**config.mk**
```make
export PLATFORM = sky130hd
export DESIGN_NAME = url_percent_decode
export DESIGN_NICKNAME = d
export VERILOG_FILES = /design/src/rtl/core/url_pd_pkg.sv /design/src/rtl/core/url_pd_in_stage.sv /design/src/rtl/core/url_pd_core.sv /design/src/rtl/core/url_pd_out_stage.sv /design/src/rtl/core/url_percent_decode.sv
export SDC_FILE = /design/constraint.sdc
export NUM_CORES = 1
export LEC_CHECK = 0
export BUFFER_PORTS_ARGS = -buffer_cell sky130_fd_sc_hd__buf_2
export CAP_MARGIN = 5
export CORE_AREA = 2 2 49 70
export DETAILED_ROUTE_END_ITERATION = 16
export DIE_AREA = 0 0 51 72
export GPL_TIMING_DRIVEN = 0
export PLACE_DENSITY = 0.75
export SLEW_MARGIN = 5
export SYNTH_ARGS = -nofsm -noshare
export SYNTH_HDL_FRONTEND = slang
export SYNTH_SLANG_ARGS = --single-unit
```
**constraint.sdc**
```tcl
create_clock -name clk -period 2.63 [get_ports clk]
set_input_delay 0.1315 -clock clk [delete_from_list [all_inputs] [get_ports clk]]
set_output_delay 0.1315 -clock clk [all_outputs]
set_load 0.05 [all_outputs]
```
**src/rtl/core/url_pd_pkg.sv**
```systemverilog
// Shared types, character constants and the hex digit helper of the URL
// percent decoder. No dependencies; every other file of the block uses it.
`timescale 1ns / 1ps

package url_pd_pkg;

  localparam int unsigned ByteW = 8;
  localparam int unsigned NibW  = 4;

  localparam logic [ByteW-1:0] CH_PERCENT = 8'h25;
  localparam logic [ByteW-1:0] CH_PLUS    = 8'h2B;
  localparam logic [ByteW-1:0] CH_SPACE   = 8'h20;
  localparam logic [ByteW-1:0] CH_ZERO    = 8'h30;
  localparam logic [ByteW-1:0] CH_NINE    = 8'h39;
  localparam logic [ByteW-1:0] CH_LOW_A   = 8'h61;
  localparam logic [ByteW-1:0] CH_LOW_F   = 8'h66;
  localparam logic [ByteW-1:0] CASE_BIT   = 8'h20;
  localparam logic [NibW-1:0]  LETTER_OFS = 4'd9;

  // Sequence phase: plain text, after a percent sign, after one hex digit.
  typedef enum logic [1:0] {
    PH_PLAIN = 2'd0,
    PH_ONE   = 2'd1,
    PH_TWO   = 2'd2
  } phase_t;

  // One raw input word.
  typedef struct packed {
    logic [ByteW-1:0] data;
    logic             last;
  } item_t;

  // One decoded result word.
  typedef struct packed {
    logic [ByteW-1:0] data;
    logic             valid;
    logic             bad;
    logic             last;
  } result_t;

  // Hex digit check and value, either case.
  typedef struct packed {
    logic            ok;
    logic [NibW-1:0] value;
  } hex_t;

  function automatic hex_t hex_digit(input logic [ByteW-1:0] c);
    hex_t             h;
    logic [ByteW-1:0] lc;
    lc = c | CASE_BIT;
    h.ok    = 1'b0;
    h.value = '0;
    if (c >= CH_ZERO && c <= CH_NINE) begin
      h.ok    = 1'b1;
      h.value = c[NibW-1:0];
    end else if (lc >= CH_LOW_A && lc <= CH_LOW_F) begin
      h.ok    = 1'b1;
      h.value = c[NibW-1:0] + LETTER_OFS;
    end
    return h;
  endfunction

endpackage

```
**src/rtl/core/url_pd_in_stage.sv**
```systemverilog
// Input register of the URL percent decoder: holds one raw word.
// Depends on url_pd_pkg.
`timescale 1ns / 1ps

module url_pd_in_stage (
  input  logic               clk,
  input  logic               rst,
  input  logic               in_valid,
  output logic               in_ready,
  input  url_pd_pkg::item_t  in_item,
  output logic               held_valid,
  input  logic               held_take,
  output url_pd_pkg::item_t  held_item
);

  logic              valid;
  url_pd_pkg::item_t item;

  // The register refills in the same cycle in which its word moves on.
  assign in_ready   = !valid || held_take;
  assign held_valid = valid;
  assign held_item  = item;

  always_ff @(posedge clk) begin
    if (rst) begin
      valid <= 1'b0;
    end else if (in_ready) begin
      valid <= in_valid;
    end
  end

  always_ff @(posedge clk) begin
    if (in_valid && in_ready) begin
      item <= in_item;
    end
  end

endmodule

```
**src/rtl/core/url_pd_core.sv**
```systemverilog
// Decode logic of the URL percent decoder: phase, high nibble, error flag
// and the form mode register, plus the per-word decision.
// Depends on url_pd_pkg.
`timescale 1ns / 1ps

module url_pd_core (
  input  logic                clk,
  input  logic                rst,
  input  logic                cfg_wr_en,
  input  logic                cfg_wr_data,
  input  logic                advance,
  input  url_pd_pkg::item_t   item,
  output url_pd_pkg::result_t result
);

  logic                             form_mode;
  url_pd_pkg::phase_t               phase;
  url_pd_pkg::phase_t               phase_next;
  logic [url_pd_pkg::NibW-1:0]      high_nibble;
  logic [url_pd_pkg::NibW-1:0]      high_nibble_next;
  logic                             error_seen;
  logic                             error_seen_next;
  logic                             err_now;
  url_pd_pkg::hex_t                 hex;

  assign hex = url_pd_pkg::hex_digit(item.data);

  // Next state. The error flag as it stands after this word is also what the
  // result reports; the final word then clears everything for the next string.
  always_comb begin
    phase_next       = url_pd_pkg::PH_PLAIN;
    high_nibble_next = high_nibble;
    err_now          = error_seen;
    if (!error_seen) begin
      unique case (phase)
        url_pd_pkg::PH_ONE: begin
          if (hex.ok && !item.last) begin
            high_nibble_next = hex.value;
            phase_next       = url_pd_pkg::PH_TWO;
          end else begin
            err_now = 1'b1;
          end
        end
        url_pd_pkg::PH_TWO: begin
          if (!hex.ok) begin
            err_now = 1'b1;
          end
        end
        default: begin
          if (item.data == url_pd_pkg::CH_PERCENT) begin
            if (item.last) begin
              err_now = 1'b1;
            end else begin
              phase_next = url_pd_pkg::PH_ONE;
            end
          end
        end
      endcase
    end
    error_seen_next = err_now;
    if (item.last) begin
      phase_next       = url_pd_pkg::PH_PLAIN;
      high_nibble_next = '0;
      error_seen_next  = 1'b0;
    end
  end

  // Result word.
  always_comb begin
    result.data  = '0;
    result.valid = 1'b0;
    result.bad   = err_now;
    result.last  = item.last;
    if (!error_seen) begin
      unique case (phase)
        url_pd_pkg::PH_ONE: begin
          result.valid = 1'b0;
        end
        url_pd_pkg::PH_TWO: begin
          if (hex.ok) begin
            result.data  = {high_nibble, hex.value};
            result.valid = 1'b1;
          end
        end
        default: begin
          if (item.data == url_pd_pkg::CH_PERCENT) begin
            result.valid = 1'b0;
          end else if (item.data == url_pd_pkg::CH_PLUS && form_mode) begin
            result.data  = url_pd_pkg::CH_SPACE;
            result.valid = 1'b1;
          end else begin
            result.data  = item.data;
            result.valid = 1'b1;
          end
        end
      endcase
    end
  end

  always_ff @(posedge clk) begin
    if (rst) begin
      form_mode   <= 1'b0;
      phase       <= url_pd_pkg::PH_PLAIN;
      high_nibble <= '0;
      error_seen  <= 1'b0;
    end else begin
      if (cfg_wr_en) begin
        form_mode <= cfg_wr_data;
      end
      if (advance) begin
        phase       <= phase_next;
        high_nibble <= high_nibble_next;
        error_seen  <= error_seen_next;
      end
    end
  end

endmodule

```
**src/rtl/core/url_pd_out_stage.sv**
```systemverilog
// Result register of the URL percent decoder, facing the output stream.
// Depends on url_pd_pkg.
`timescale 1ns / 1ps

module url_pd_out_stage (
  input  logic                clk,
  input  logic                rst,
  input  logic                up_valid,
  output logic                up_ready,
  input  url_pd_pkg::result_t up_result,
  output logic                out_valid,
  input  logic                out_ready,
  output url_pd_pkg::result_t out_result
);

  logic                valid;
  url_pd_pkg::result_t res;

  assign up_ready   = !valid || out_ready;
  assign out_valid  = valid;
  assign out_result = res;

  always_ff @(posedge clk) begin
    if (rst) begin
      valid <= 1'b0;
    end else if (up_ready) begin
      valid <= up_valid;
    end
  end

  always_ff @(posedge clk) begin
    if (up_valid && up_ready) begin
      res <= up_result;
    end
  end

endmodule

```
**src/rtl/core/url_percent_decode.sv**
```systemverilog
// Top level of the URL percent decoder: input register, decode logic with
// the sequence state, and result register. Depends on url_pd_pkg,
// url_pd_in_stage, url_pd_core and url_pd_out_stage.
//
//   Channel   Direction  Word contents (lowest bit first)
//   s_axis    in         tdata: in_byte[7:0]; tlast: in_last
//   m_axis    out        tdata: out_byte[7:0]; tuser: out_valid, bad_sequence;
//                        tlast: out_last
//   cfg       in         cfg_wr_data: form_mode, taken when cfg_wr_en is high
//
// Every input word yields exactly one output word. A word is held in the input
// register and is decoded on its way into the result register, and a new word
// is taken every cycle while m_axis_tready stays high. The throughput is then
// one word per cycle, set by the single decode step between the two registers;
// the sequence state updates as a word enters the result register. When
// m_axis_tready is low the result register holds, the input register fills
// behind it and s_axis_tready then falls. The synchronous reset clears the
// valid flags, the phase, the high nibble, the error flag and form_mode; no
// further setup is needed after reset.
`timescale 1ns / 1ps

module url_percent_decode (
  input  logic       clk,
  input  logic       rst,
  // Configuration: form_mode.
  input  logic       cfg_wr_en,
  input  logic       cfg_wr_data,
  // Input stream.
  input  logic       s_axis_tvalid,
  output logic       s_axis_tready,
  input  logic [7:0] s_axis_tdata,   // [7:0] in_byte
  input  logic       s_axis_tlast,   // in_last
  // Output stream.
  output logic       m_axis_tvalid,
  input  logic       m_axis_tready,
  output logic [7:0] m_axis_tdata,   // [7:0] out_byte
  output logic [1:0] m_axis_tuser,   // [0] out_valid, [1] bad_sequence
  output logic       m_axis_tlast    // out_last
);

  url_pd_pkg::item_t   in_item;
  url_pd_pkg::item_t   held_item;
  logic                held_valid;
  logic                mid_ready;
  logic                advance;
  url_pd_pkg::result_t dec_result;
  url_pd_pkg::result_t out_result;

  assign in_item.data = s_axis_tdata;
  assign in_item.last = s_axis_tlast;

  // A word moves from the input register into the result register only when
  // the result register can take it; that is also when the state advances.
  assign advance = held_valid && mid_ready;

  url_pd_in_stage u_in_stage (
    .clk        (clk),
    .rst        (rst),
    .in_valid   (s_axis_tvalid),
    .in_ready   (s_axis_tready),
    .in_item    (in_item),
    .held_valid (held_valid),
    .held_take  (mid_ready),
    .held_item  (held_item)
  );

  url_pd_core u_core (
    .clk         (clk),
    .rst         (rst),
    .cfg_wr_en   (cfg_wr_en),
    .cfg_wr_data (cfg_wr_data),
    .advance     (advance),
    .item        (held_item),
    .result      (dec_result)
  );

  url_pd_out_stage u_out_stage (
    .clk        (clk),
    .rst        (rst),
    .up_valid   (held_valid),
    .up_ready   (mid_ready),
    .up_result  (dec_result),
    .out_valid  (m_axis_tvalid),
    .out_ready  (m_axis_tready),
    .out_result (out_result)
  );

  assign m_axis_tdata    = out_result.data;
  assign m_axis_tuser[0] = out_result.valid;
  assign m_axis_tuser[1] = out_result.bad;
  assign m_axis_tlast    = out_result.last;

endmodule

```
==> results of run 1 <==
worst max path at each step:
stage                                      to  depth (start not counted)  slack [ns]                     from
finish              u_out_stage.out_result[4]                          7        0.30  u_in_stage.held_item[2]
global route        u_out_stage.out_result[4]                          7        0.18  u_in_stage.held_item[2]
CTS                 u_out_stage.out_result[4]                          7        0.35  u_in_stage.held_item[1]
detailed placement  u_out_stage.out_result[4]                          7        0.35  u_in_stage.held_item[2]
global placement    u_out_stage.out_result[4]                          7        0.40  u_in_stage.held_item[1]
floorplan           u_out_stage.out_result[4]                          7        0.68  u_in_stage.held_item[1]
placed cells by master (no fill, tap or decap), drive strengths merged, types with 2 or more instances in the layout:
master  instances
nor3            2
nand2           5
nor2           20
dfxtp          10
a211oi          3
a21oi          11
nor4            2
nand3           2
a32oi           4
edfxtp         20
ha              6
nor2b           2
nand2b          3
a22oi           6
a21boi          2
mux2i           2
inv             6
nand4b          2
clkbuf         11
buf            26
critical path, stage by stage (launching register included):
cell	delay, ns
edfxtp_1	0.49
inv_1	0.14
ha_1	0.23
o21bai_1	0.13
a21oi_1	0.45
mux2_2	0.43
a22oi_1	0.16
nor2_1	0.05
per-stage QoR:
stage | util | setup WS [ns]
final | 0.575 | 0.298
after CTS | 0.575 | 0.345
after global placement | 0.545 | 0.403
after detailed placement | 0.545 | 0.350
after floorplan | - | 0.677
after global routing | 0.575 | 0.185
power groups by stage:
| stage | Combinational [mW] | Clock, mW | Sequential [mW] |
|---|---|---|---|
| floorplan | 0.0456 | 0 | 0.572 |
| global placement | 0.0981 | 0 | 0.547 |
| detailed placement | 0.101 | 0 | 0.548 |
| CTS | 0.102 | 0.376 | 0.538 |
| global route | 0.111 | 0.394 | 0.540 |
| finish | 0.102 | 0.368 | 0.538 |
area by class of cell:
class | instances | area (um^2) | share of cell area
buffer | 4 | 15.0 | 0.00861
clock buffer | 7 | 86.3 | 0.0495
clock inverter | 1 | 5.00 | 0.00287
inverter | 6 | 22.5 | 0.0129
multi-input combinational | 92 | 634 | 0.364
sequential | 30 | 801 | 0.459
tap | 39 | 48.8 | 0.0280
timing repair buffer | 26 | 130 | 0.0747
per-layer routing:
metal  vias up  global-route usage  part of all wire
li1        564                   -                 -
met4         0               0.105             0.051
met3        17              0.0514             0.070
met2        71               0.310              0.52
met5         -                   0                 0
met1       515               0.187              0.36
state kept, by name, summed over array words and instances (netlist names):
| register | cells |
|---|---|
| u_out_stage.out_valid | 1 |
| u_core.phase | 2 |
| u_core.form_mode | 1 |
| u_core.high_nibble | 4 |
| u_in_stage.held_item | 9 |
| u_out_stage.out_result | 11 |
| u_in_stage.held_valid | 1 |
| u_core.error_seen | 1 |
cell families (layout without fill, tap and decap cells):
| group | after synthesis | in the layout | share of synthesized area |
|---|---|---|---|
| flops | 30 | 30 | 0.544 |
| xor+xnor | 1 | 1 | 0.00595 |
| simple gates | 47 | 47 | 0.175 |
| compound gates | 35 | 35 | 0.178 |
| buf+inv | 10 | 44 | 0.0255 |
| mux | 3 | 3 | 0.0212 |
| fa+ha+maj | 6 | 6 | 0.0510 |
==> results.py, run 1 <==
metrics = {
    "critical_path": {
        "worstPathArrival_ns": 2.36,
        "reg2regPathDepth": 7,
        "crit_type": "reg -> reg",
        "endpoint_kind": "register",
        "reg2reg_slack_ns": 0.30,
        "reg2reg_to": "u_out_stage.out_result[4]",
        "path_max_fanout": 7,
        "r2r-start": "u_in_stage.held_item[2]",
        "required_ns": 2.66,
        "cp-start-kind": "register",
    },
    "cts": {
        "cts.clk_slew.worst_paths_ns": 0.06,
        "cts_inserted_buffers": 5,
        "cts_resized": 0,
        "cts_tree": "built",
        "h-tree-depth": 2,
        "postCtsSetupBuffers": 0,
        "clock-root-buffer": "clkbuf_8",
        "cts_num_sinks": 30,
        "ctsHoldBuffers": 0,
        "clock_path_buffers": 2,
        "insertion_delay_ns": 0.28,
    },
    "timing": {
        "rsz0062_at_grt": "no",
        "max_slew_margin": 0.633,
        "fin_setup_tns_ns": 0,
        "hold_viol_final": 0,
        "fin_crit_ns": 2.33,
        "fin_skew_ns": 0.00874,
        "slew_viol_final": 0,
        "hold_slack_ns": 0.0233,
        "max_freq_mhz": 429,
        "setup_viol": 0,
        "period_share": 0.887,
        "worst_pin_slew_ns": 0.550,
    },
    "global_routing": {
        "antenna_found_initial": 0,
        "grt_max_degree": 18,
        "grt_pass1_vias": 1080,
        "grt_pass1_wl_um": 4890,
        "track_usage": 0.178,
        "grt.overflow.total": 0,
    },
    "pwr": {
        "p_switching_mw": 0.241,
        "p_leak_nw": 0.654,
        "vdd_ir_drop_max_v": 0.000481,
        "p_seq_frac": 0.534,
        "pwr_density_cell_nw_per_um2": 578,
        "netSwitchingFraction": 0.239,
        "clkPwrFrac": 0.365,
        "p_int_mw": 0.767,
        "finalPower_mw": 1.01,
        "combPwrFrac": 0.101,
    },
    "yosys": {
        "synth_commonest_cells": "edfxtp_1 (20), nor2_1 (20), a21oi_1 (10), dfxtp_1 (10)",
        "async_reset_ff_frac": 0,
        "yosysWarnings": 0,
        "yosysTopAreaCellShare": 0.408,
        "synth_area_leaders": "edfxtp_1 (41%), dfxtp_1 (14%), ha_1 (5.1%)",
        "mappedNetlistArea_um2": 1470,
        "ys.flop_type": "edfxtp_1",
        "synth_edf_count": 20,
        "synth_cells": 132,
        "ys_ff_latch": 30,
        "postSynthNetCount": 153,
        "post-synth-top-area-cell": "edfxtp_1",
        "avgSynthCellArea_um2": 11.2,
        "ys_seq_area_frac": 0.544,
        "ys_types": 41,
    },
    "min_path": {
        "min_to": "u_in_stage.held_item[1]",
        "hp-class": "in -> reg",
        "holdPathStages": 1,
        "min_from": "s_axis_tdata[0]",
    },
    "layout": {
        "antenna_cells": 0,
        "layout.cells.non_filler": 205,
        "area_delta_synth_final_pct": 18.4,
        "fin_area_um2": 1740,
        "fill_cells": 260,
        "final_layout_size_suffix_gt1_frac": 0.241,
        "num-nets-final": 186,
    },
    "routing": {
        "wirelength_um": 2850,
        "vias": 1167,
        "postRouteAntennaNets": 0,
        "wl_per_cell_um": 13.9,
        "drc_errors": 0,
        "firstDrtPassIters": 4,
        "drt-vias-per-instance": 5.69,
        "first_iter_violations": 35,
    },
    "floorplanning": {
        "die_x_um": 51,
        "initial_core_util": 0.486,
        "rows": 24,
        "pin_count": 28,
        "design.die.area_um2": 3670,
        "die_h_um": 72,
        "core_um2": 3030,
    },
    "placed_design": {
        "hpwl_um": 2180,
        "dpl_cell_area_um2": 1650,
        "place_inst": 197,
        "gp_congestion": 0.902,
        "port_buffers": 26,
    },
    "run_status": {
        "run_status": "finished clean",
    },
    "flow_run": {
        "maxCapViolCount": 0,
    },
}
No activity file was read; power rests on OpenSTA's default activity.
==> run 2, diff against run 1 <==
--- a/config.mk
+++ b/config.mk
@@ -12,6 +12,7 @@
 export DIE_AREA = 0 0 51 72
 export GPL_TIMING_DRIVEN = 0
 export PLACE_DENSITY = 0.75
+export RECOVER_POWER = 25
 export SLEW_MARGIN = 5
 export SYNTH_ARGS = -nofsm -noshare
 export SYNTH_HDL_FRONTEND = slang
==> run 2 against run 1 <==
Sequential power about the same. Critical endpoint unchanged. Core utilization down 0.082 points. Register-to-register slack about the same. Setup slack better by 0.0018 ns. Highest routed layer unchanged.
==> results.py, run 2 (synthesized netlist as in run 1, its figures left out) <==
metrics = {
    "run_status": {
        "run_status": "finished clean",
    },
    "timing": {
        "period_share": 0.886,
        "slew_viol_final": 0,
        "fin_skew_ns": 0.00874,
        "rsz0062_at_grt": "no",
        "setup_viol": 0,
        "hold_viol_final": 0,
        "max_slew_margin": 0.605,
        "fin_setup_tns_ns": 0,
        "fin_crit_ns": 2.33,
        "max_freq_mhz": 429,
        "worst_pin_slew_ns": 0.595,
    },
    "global_routing": {
        "grt_pass1_wl_um": 4890,
        "met2_usage": 0.310,
        "use_met3": 0.0514,
        "track_usage": 0.178,
        "grt_max_degree": 18,
        "grt_pass1_vias": 1080,
        "use_met1": 0.187,
        "grt_busiest_layer": "met2",
        "grt.overflow.total": 0,
        "antenna_found_initial": 0,
    },
    "layout": {
        "area_delta_synth_final_pct": 18.2,
        "fill_cells": 262,
        "layout_common_cells": "buf_2 (24), nor2_1 (20), edfxtp_1 (20)",
        "num-nets-final": 186,
        "utilization": 0.574,
        "antenna_cells": 0,
        "multi_input_area_um2": 634,
        "layout.cells.non_filler": 205,
        "final-seq-area_um2": 801,
        "final_common_cell": "buf_2",
        "final_layout_size_suffix_gt1_frac": 0.229,
        "largest_reg_flops": 11,
    },
    "placed_design": {
        "gp_congestion": 0.902,
        "port_buffers": 26,
        "place_inst": 197,
        "hpwl_um": 2180,
    },
    "routing": {
        "wirelength_um": 2850,
        "first_iter_violations": 35,
        "vias": 1164,
        "postRouteAntennaNets": 0,
        "drt-vias-per-instance": 5.68,
        "wl_per_cell_um": 13.9,
        "drc_errors": 0,
        "firstDrtPassIters": 4,
    },
    "cts": {
        "postCtsSetupBuffers": 0,
        "h-tree-depth": 2,
        "clock_path_buffers": 2,
        "cts.clk_slew.worst_paths_ns": 0.06,
        "cts_tree": "built",
        "cts_inserted_buffers": 5,
        "ctsHoldBuffers": 0,
        "cts_num_sinks": 30,
        "insertion_delay_ns": 0.28,
        "cts_resized": 0,
        "clock-root-buffer": "clkbuf_8",
    },
    "critical_path": {
        "crit_start": "u_in_stage.held_item[2]",
        "endpoint_kind": "register",
        "cp_cell_sequence": "inv_1 -> ha_1 -> o21bai_1 -> a21oi_1 -> mux2_2 -> a22oi_1 -> nor2_1",
        "reg2reg_slack_ns": 0.30,
        "crit_end": "u_out_stage.out_result[4]",
        "crit_type": "reg -> reg",
        "crit_slowest_cell": "edfxtp_1",
        "r2r-start": "u_in_stage.held_item[2]",
        "cp-start-kind": "register",
        "cp.depth": 7,
        "path_delay_family": "compound AO/OA/AOI/OAI gates",
        "reg2reg_to": "u_out_stage.out_result[4]",
        "worstPathArrival_ns": 2.36,
        "path_max_fanout": 7,
        "reg2regPathDepth": 7,
        "cp_num_buf_inv": 1,
        "required_ns": 2.66,
        "slowest_delay_ns": 0.49,
    },
    "flow_run": {
        "maxCapViolCount": 0,
    },
    "pwr": {
        "combPwrFrac": 0.101,
        "p_int_mw": 0.767,
        "pwr_density_cell_nw_per_um2": 579,
        "p_switching_mw": 0.240,
        "clkPwrFrac": 0.365,
        "vdd_ir_drop_max_v": 0.000481,
        "netSwitchingFraction": 0.239,
        "p_seq_frac": 0.534,
        "p_leak_nw": 0.650,
    },
    "floorplanning": {
        "initial_core_util": 0.486,
        "die_h_um": 72,
        "design.die.area_um2": 3670,
        "core_um2": 3030,
        "die_x_um": 51,
        "rows": 24,
        "pin_count": 28,
    },
    "min_path": {
        "min_from": "s_axis_tdata[0]",
        "hp-class": "in -> reg",
    },
}
-- run 2: final cells by class --
| type | instances | area share |
|---|---|---|
| Timing Repair Buffer | 26 | 0.0733 |
| Clock buffer | 7 | 0.0496 |
| Inverter | 6 | 0.0129 |
| Tap cell | 39 | 0.0280 |
| Sequential cell | 30 | 0.460 |
| Buffer | 4 | 0.00863 |
| Multi-Input combinational cell | 92 | 0.364 |
| Clock inverter | 1 | 0.00288 |
-- run 2: how the worst min path moves through the flow --
| stage | endpoint | slack [ns] | cells past startpoint |
|---|---|---|---|
| floorplan | u_in_stage.held_item[0] | 0.23 | 0 |
| global placement | u_in_stage.held_item[8] | 0.31 | 1 |
| detailed placement | u_in_stage.held_item[1] | 0.31 | 1 |
| CTS | u_in_stage.held_item[1] | 0.02 | 1 |
| global route | u_in_stage.held_item[4] | 0.02 | 1 |
| finish | u_in_stage.held_item[1] | 0.02 | 1 |
-- run 2: layer usage --
metal	share of wire	vias to the layer above
met5	0	-
met4	0.051	0
met3	0.070	17
met2	0.52	67
met1	0.36	516
li1	-	564
-- run 2: power groups by stage --
| stage | Clock [mW] | Sequential (mW) | Combinational (mW) |
|---|---|---|---|
| finish | 0.368 | 0.538 | 0.102 |
| global route | 0.394 | 0.540 | 0.111 |
| CTS | 0.376 | 0.538 | 0.102 |
| detailed placement | 0 | 0.548 | 0.101 |
| global placement | 0 | 0.547 | 0.0981 |
| floorplan | 0 | 0.572 | 0.0456 |
-- run 2: stage by stage --
step                      hold WS (ns)  total power [mW]  worst slack [ns]  instance area [um^2]
after floorplan                  0.230             0.618             0.677                  1470
after global placement           0.308             0.645             0.403                  1650
after detailed placement         0.310             0.649             0.350                  1650
after CTS                       0.0190              1.02             0.345                  1740
after global routing            0.0176              1.04             0.185                  1740
final                           0.0231              1.01             0.299                  1740
-- run 2: worst register-to-register path, cell delays in order, from the launching register on --
cell      delay [ns]
edfxtp_1        0.49
inv_1           0.14
ha_1            0.23
o21bai_1        0.13
a21oi_1         0.45
mux2_2          0.43
a22oi_1         0.16
nor2_1          0.05
==> run 3, diff against run 2 <==
--- a/config.mk
+++ b/config.mk
@@ -7,13 +7,14 @@
 export LEC_CHECK = 0
 export BUFFER_PORTS_ARGS = -buffer_cell sky130_fd_sc_hd__buf_2
 export CAP_MARGIN = 5
-export CORE_AREA = 2 2 49 70
+export CORE_AREA = 2 2 50 70
 export DETAILED_ROUTE_END_ITERATION = 16
-export DIE_AREA = 0 0 51 72
+export DIE_AREA = 0 0 52 72
 export GPL_TIMING_DRIVEN = 0
 export PLACE_DENSITY = 0.75
 export RECOVER_POWER = 25
 export SLEW_MARGIN = 5
 export SYNTH_ARGS = -nofsm -noshare
 export SYNTH_HDL_FRONTEND = slang
+export SYNTH_HIERARCHICAL = 1
 export SYNTH_SLANG_ARGS = --single-unit
==> run 3 against run 2 <==
Maximum frequency increased by 12%. First-iteration DRC count is 26% lower. Via count shrank 4.4%. Final area is 1.1% higher. Synthesized area up 1.6%. Cell count down 2.4%. Register-to-register slack gained 0.24 ns.
==> results.py, run 3 <==
metrics = {
    "critical_path": {
        "cp-start-kind": "register",
        "path_max_fanout": 8,
        "cp_num_buf_inv": 0,
        "endpoint_kind": "register",
        "reg2reg_to": "u_out_stage/out_result[7]",
        "crit_slowest_cell": "edfxtp_1",
        "cp_cell_sequence": "ha_1 -> nand2b_1 -> o211a_4 -> or2_2 -> a32oi_1 -> nor2_1",
        "reg2regPathDepth": 6,
        "crit_start": "u_in_stage/held_item[1]",
        "worstPathArrival_ns": 2.10,
        "slowest_delay_ns": 0.49,
        "reg2reg_slack_ns": 0.54,
        "r2r-start": "u_in_stage/held_item[1]",
        "required_ns": 2.64,
        "path_delay_family": "simple AND/OR/NAND/NOR gates",
        "crit_type": "reg -> reg",
    },
    "timing": {
        "setup_viol": 0,
        "max_slew_margin": 0.584,
        "fin_crit_ns": 2.09,
        "max_freq_mhz": 479,
        "fin_skew_ns": 0.00301,
        "worst_pin_slew_ns": 0.619,
        "rsz0062_at_grt": "no",
        "period_share": 0.793,
        "layout_setup_ws_ns": 0.544,
        "hold_viol_final": 0,
        "fin_setup_tns_ns": 0,
        "hold_slack_ns": 0.0287,
        "slew_viol_final": 0,
    },
    "placed_design": {
        "gp_congestion": 1.02,
        "port_buffers": 27,
        "place_inst": 192,
        "hpwl_um": 2200,
        "post-place-ws_ns": 0.558,
        "dpl_cell_area_um2": 1680,
    },
    "run_status": {
        "run_status": "finished clean",
    },
    "routing": {
        "firstDrtPassIters": 6,
        "vias": 1113,
        "first_iter_violations": 26,
        "wl_per_cell_um": 13.9,
        "drt-vias-per-instance": 5.57,
        "drc_errors": 0,
        "postRouteAntennaNets": 0,
        "wirelength_um": 2790,
    },
    "floorplanning": {
        "die_h_um": 72,
        "initial_core_util": 0.484,
        "core_um2": 3090,
        "design.die.area_um2": 3740,
        "pin_count": 28,
        "rows": 24,
        "die_x_um": 52,
    },
    "cts": {
        "postCtsSetupBuffers": 0,
        "cts.clk_slew.worst_paths_ns": 0.06,
        "clock-root-buffer": "clkbuf_8",
        "cts_resized": 0,
        "insertion_delay_ns": 0.27,
        "cts_num_sinks": 30,
        "h-tree-depth": 2,
        "cts_tree": "built",
        "clock_path_buffers": 2,
        "cts_inserted_buffers": 5,
        "ctsHoldBuffers": 0,
    },
    "pwr": {
        "pwr_density_cell_nw_per_um2": 573,
        "vdd_ir_drop_max_v": 0.000320,
        "clkPwrFrac": 0.361,
        "p_int_mw": 0.776,
        "p_seq_frac": 0.534,
        "finalPower_mw": 1.01,
        "combPwrFrac": 0.104,
        "p_leak_nw": 0.695,
        "p_switching_mw": 0.233,
        "netSwitchingFraction": 0.231,
    },
    "global_routing": {
        "grt_pass1_wl_um": 4950,
        "track_usage": 0.181,
        "grt.overflow.total": 0,
        "grt_pass1_vias": 1144,
        "antenna_found_initial": 0,
        "grt_max_degree": 12,
    },
    "layout": {
        "area_delta_synth_final_pct": 17.6,
        "antenna_cells": 0,
        "layout_common_cells": "buf_2 (25), edfxtp_1 (20), nor2_1 (12)",
        "num-nets-final": 181,
        "layout.cells.non_filler": 200,
        "fin_area_um2": 1760,
        "final_common_cell": "buf_2",
        "final_layout_size_suffix_gt1_frac": 0.292,
        "largest_reg_flops": 11,
        "utilization": 0.569,
    },
    "yosys": {
        "synth_area_leaders": "edfxtp_1 (40%), dfxtp_1 (13%), ha_1 (5.0%)",
        "ys_seq_area_frac": 0.535,
        "yosysWarnings": 6,
        "yosysMostFrequentCell": "edfxtp_1",
        "postSynthNetCount": 147,
        "synth_commonest_cells": "edfxtp_1 (20), nor2_1 (12), dfxtp_1 (10)",
        "synth_cells": 126,
        "yosysTopAreaCellShare": 0.401,
        "post-synth-top-area-cell": "edfxtp_1",
        "async_reset_ff_frac": 0,
        "ys_types": 42,
        "ys.flop_type": "edfxtp_1",
        "mappedNetlistArea_um2": 1500,
        "avgSynthCellArea_um2": 11.9,
        "synth_edf_count": 20,
        "ys_ff_latch": 30,
    },
    "min_path": {
        "holdPathStages": 1,
        "min_to": "u_in_stage/held_item[6]",
        "min_from": "s_axis_tdata[5]",
        "hp-class": "in -> reg",
    },
    "flow_run": {
        "maxCapViolCount": 0,
    },
}
## run 3: changes by cell type in the layout (fill, tap and decap cells not counted), sizes merged, moves of 3 or more
| cell | before | now |
|---|---|---|
| nor2 | 20 | 13 |
| a21o | 1 | 4 |
| a211oi | 3 | 0 |
| a22o | 0 | 3 |
| a21oi | 11 | 7 |
| a22oi | 6 | 1 |
| a32o | 0 | 4 |
| buf | 24 | 27 |
## run 3: worst register-to-register path: cells and delay by family (launching register included)
family          cells  cell delay, ns
compound gates      2            0.47
flops               1            0.49
fa+ha+maj           1            0.30
simple gates        3            0.56
## run 3: power by group through the flow
stage	clock network, mW	logic [mW]	registers (mW)
2_1_floorplan	0	0.0498	0.574
3_3_place_gp	0	0.104	0.548
3_5_place_dp	0	0.107	0.549
4_1_cts	0.371	0.107	0.539
5_1_grt	0.393	0.116	0.541
6_report	0.364	0.105	0.539
## run 3: worst max-delay path by stage
| stage | endpoint | cells after the start | slack [ns] |
|---|---|---|---|
| after floorplan | u_out_stage/out_result[7] | 6 | 0.71 |
| after global placement | u_out_stage/out_result[6] | 6 | 0.59 |
| after detailed placement | u_out_stage/out_result[7] | 6 | 0.56 |
| after CTS | u_out_stage/out_result[7] | 6 | 0.55 |
| after global routing | u_out_stage/out_result[7] | 6 | 0.41 |
| final | u_out_stage/out_result[7] | 6 | 0.54 |
## run 3: cell families (layout without fill, tap and decap cells)
| kind of cell | Yosys count | in the layout | share of synthesized area |
|---|---|---|---|
| mux | 1 | 1 | 0.00669 |
| buf+inv | 12 | 47 | 0.0401 |
| simple gates | 43 | 43 | 0.184 |
| compound gates | 34 | 34 | 0.184 |
| flops | 30 | 30 | 0.535 |
| fa+ha+maj | 6 | 6 | 0.0502 |
## run 3: metal layers
layer  up-vias  part of all wire  routed length [um]  GRT usage
li1        539                 -                   -          -
met1       526              0.36                1010      0.181
met2        37              0.55                1520      0.325
met3        11             0.054                 152     0.0391
met4         0             0.037                 104      0.120
met5         -                 0                   0          0
## run 3: area by class of cell
cell class	count	area, um^2
Multi-Input combinational cell	84	627
Fill cell	266	1330
Inverter	7	26.3
Sequential cell	30	801
Clock buffer	8	90.1
Timing Repair Buffer	27	133
Tap cell	39	48.8
Buffer	5	33.8
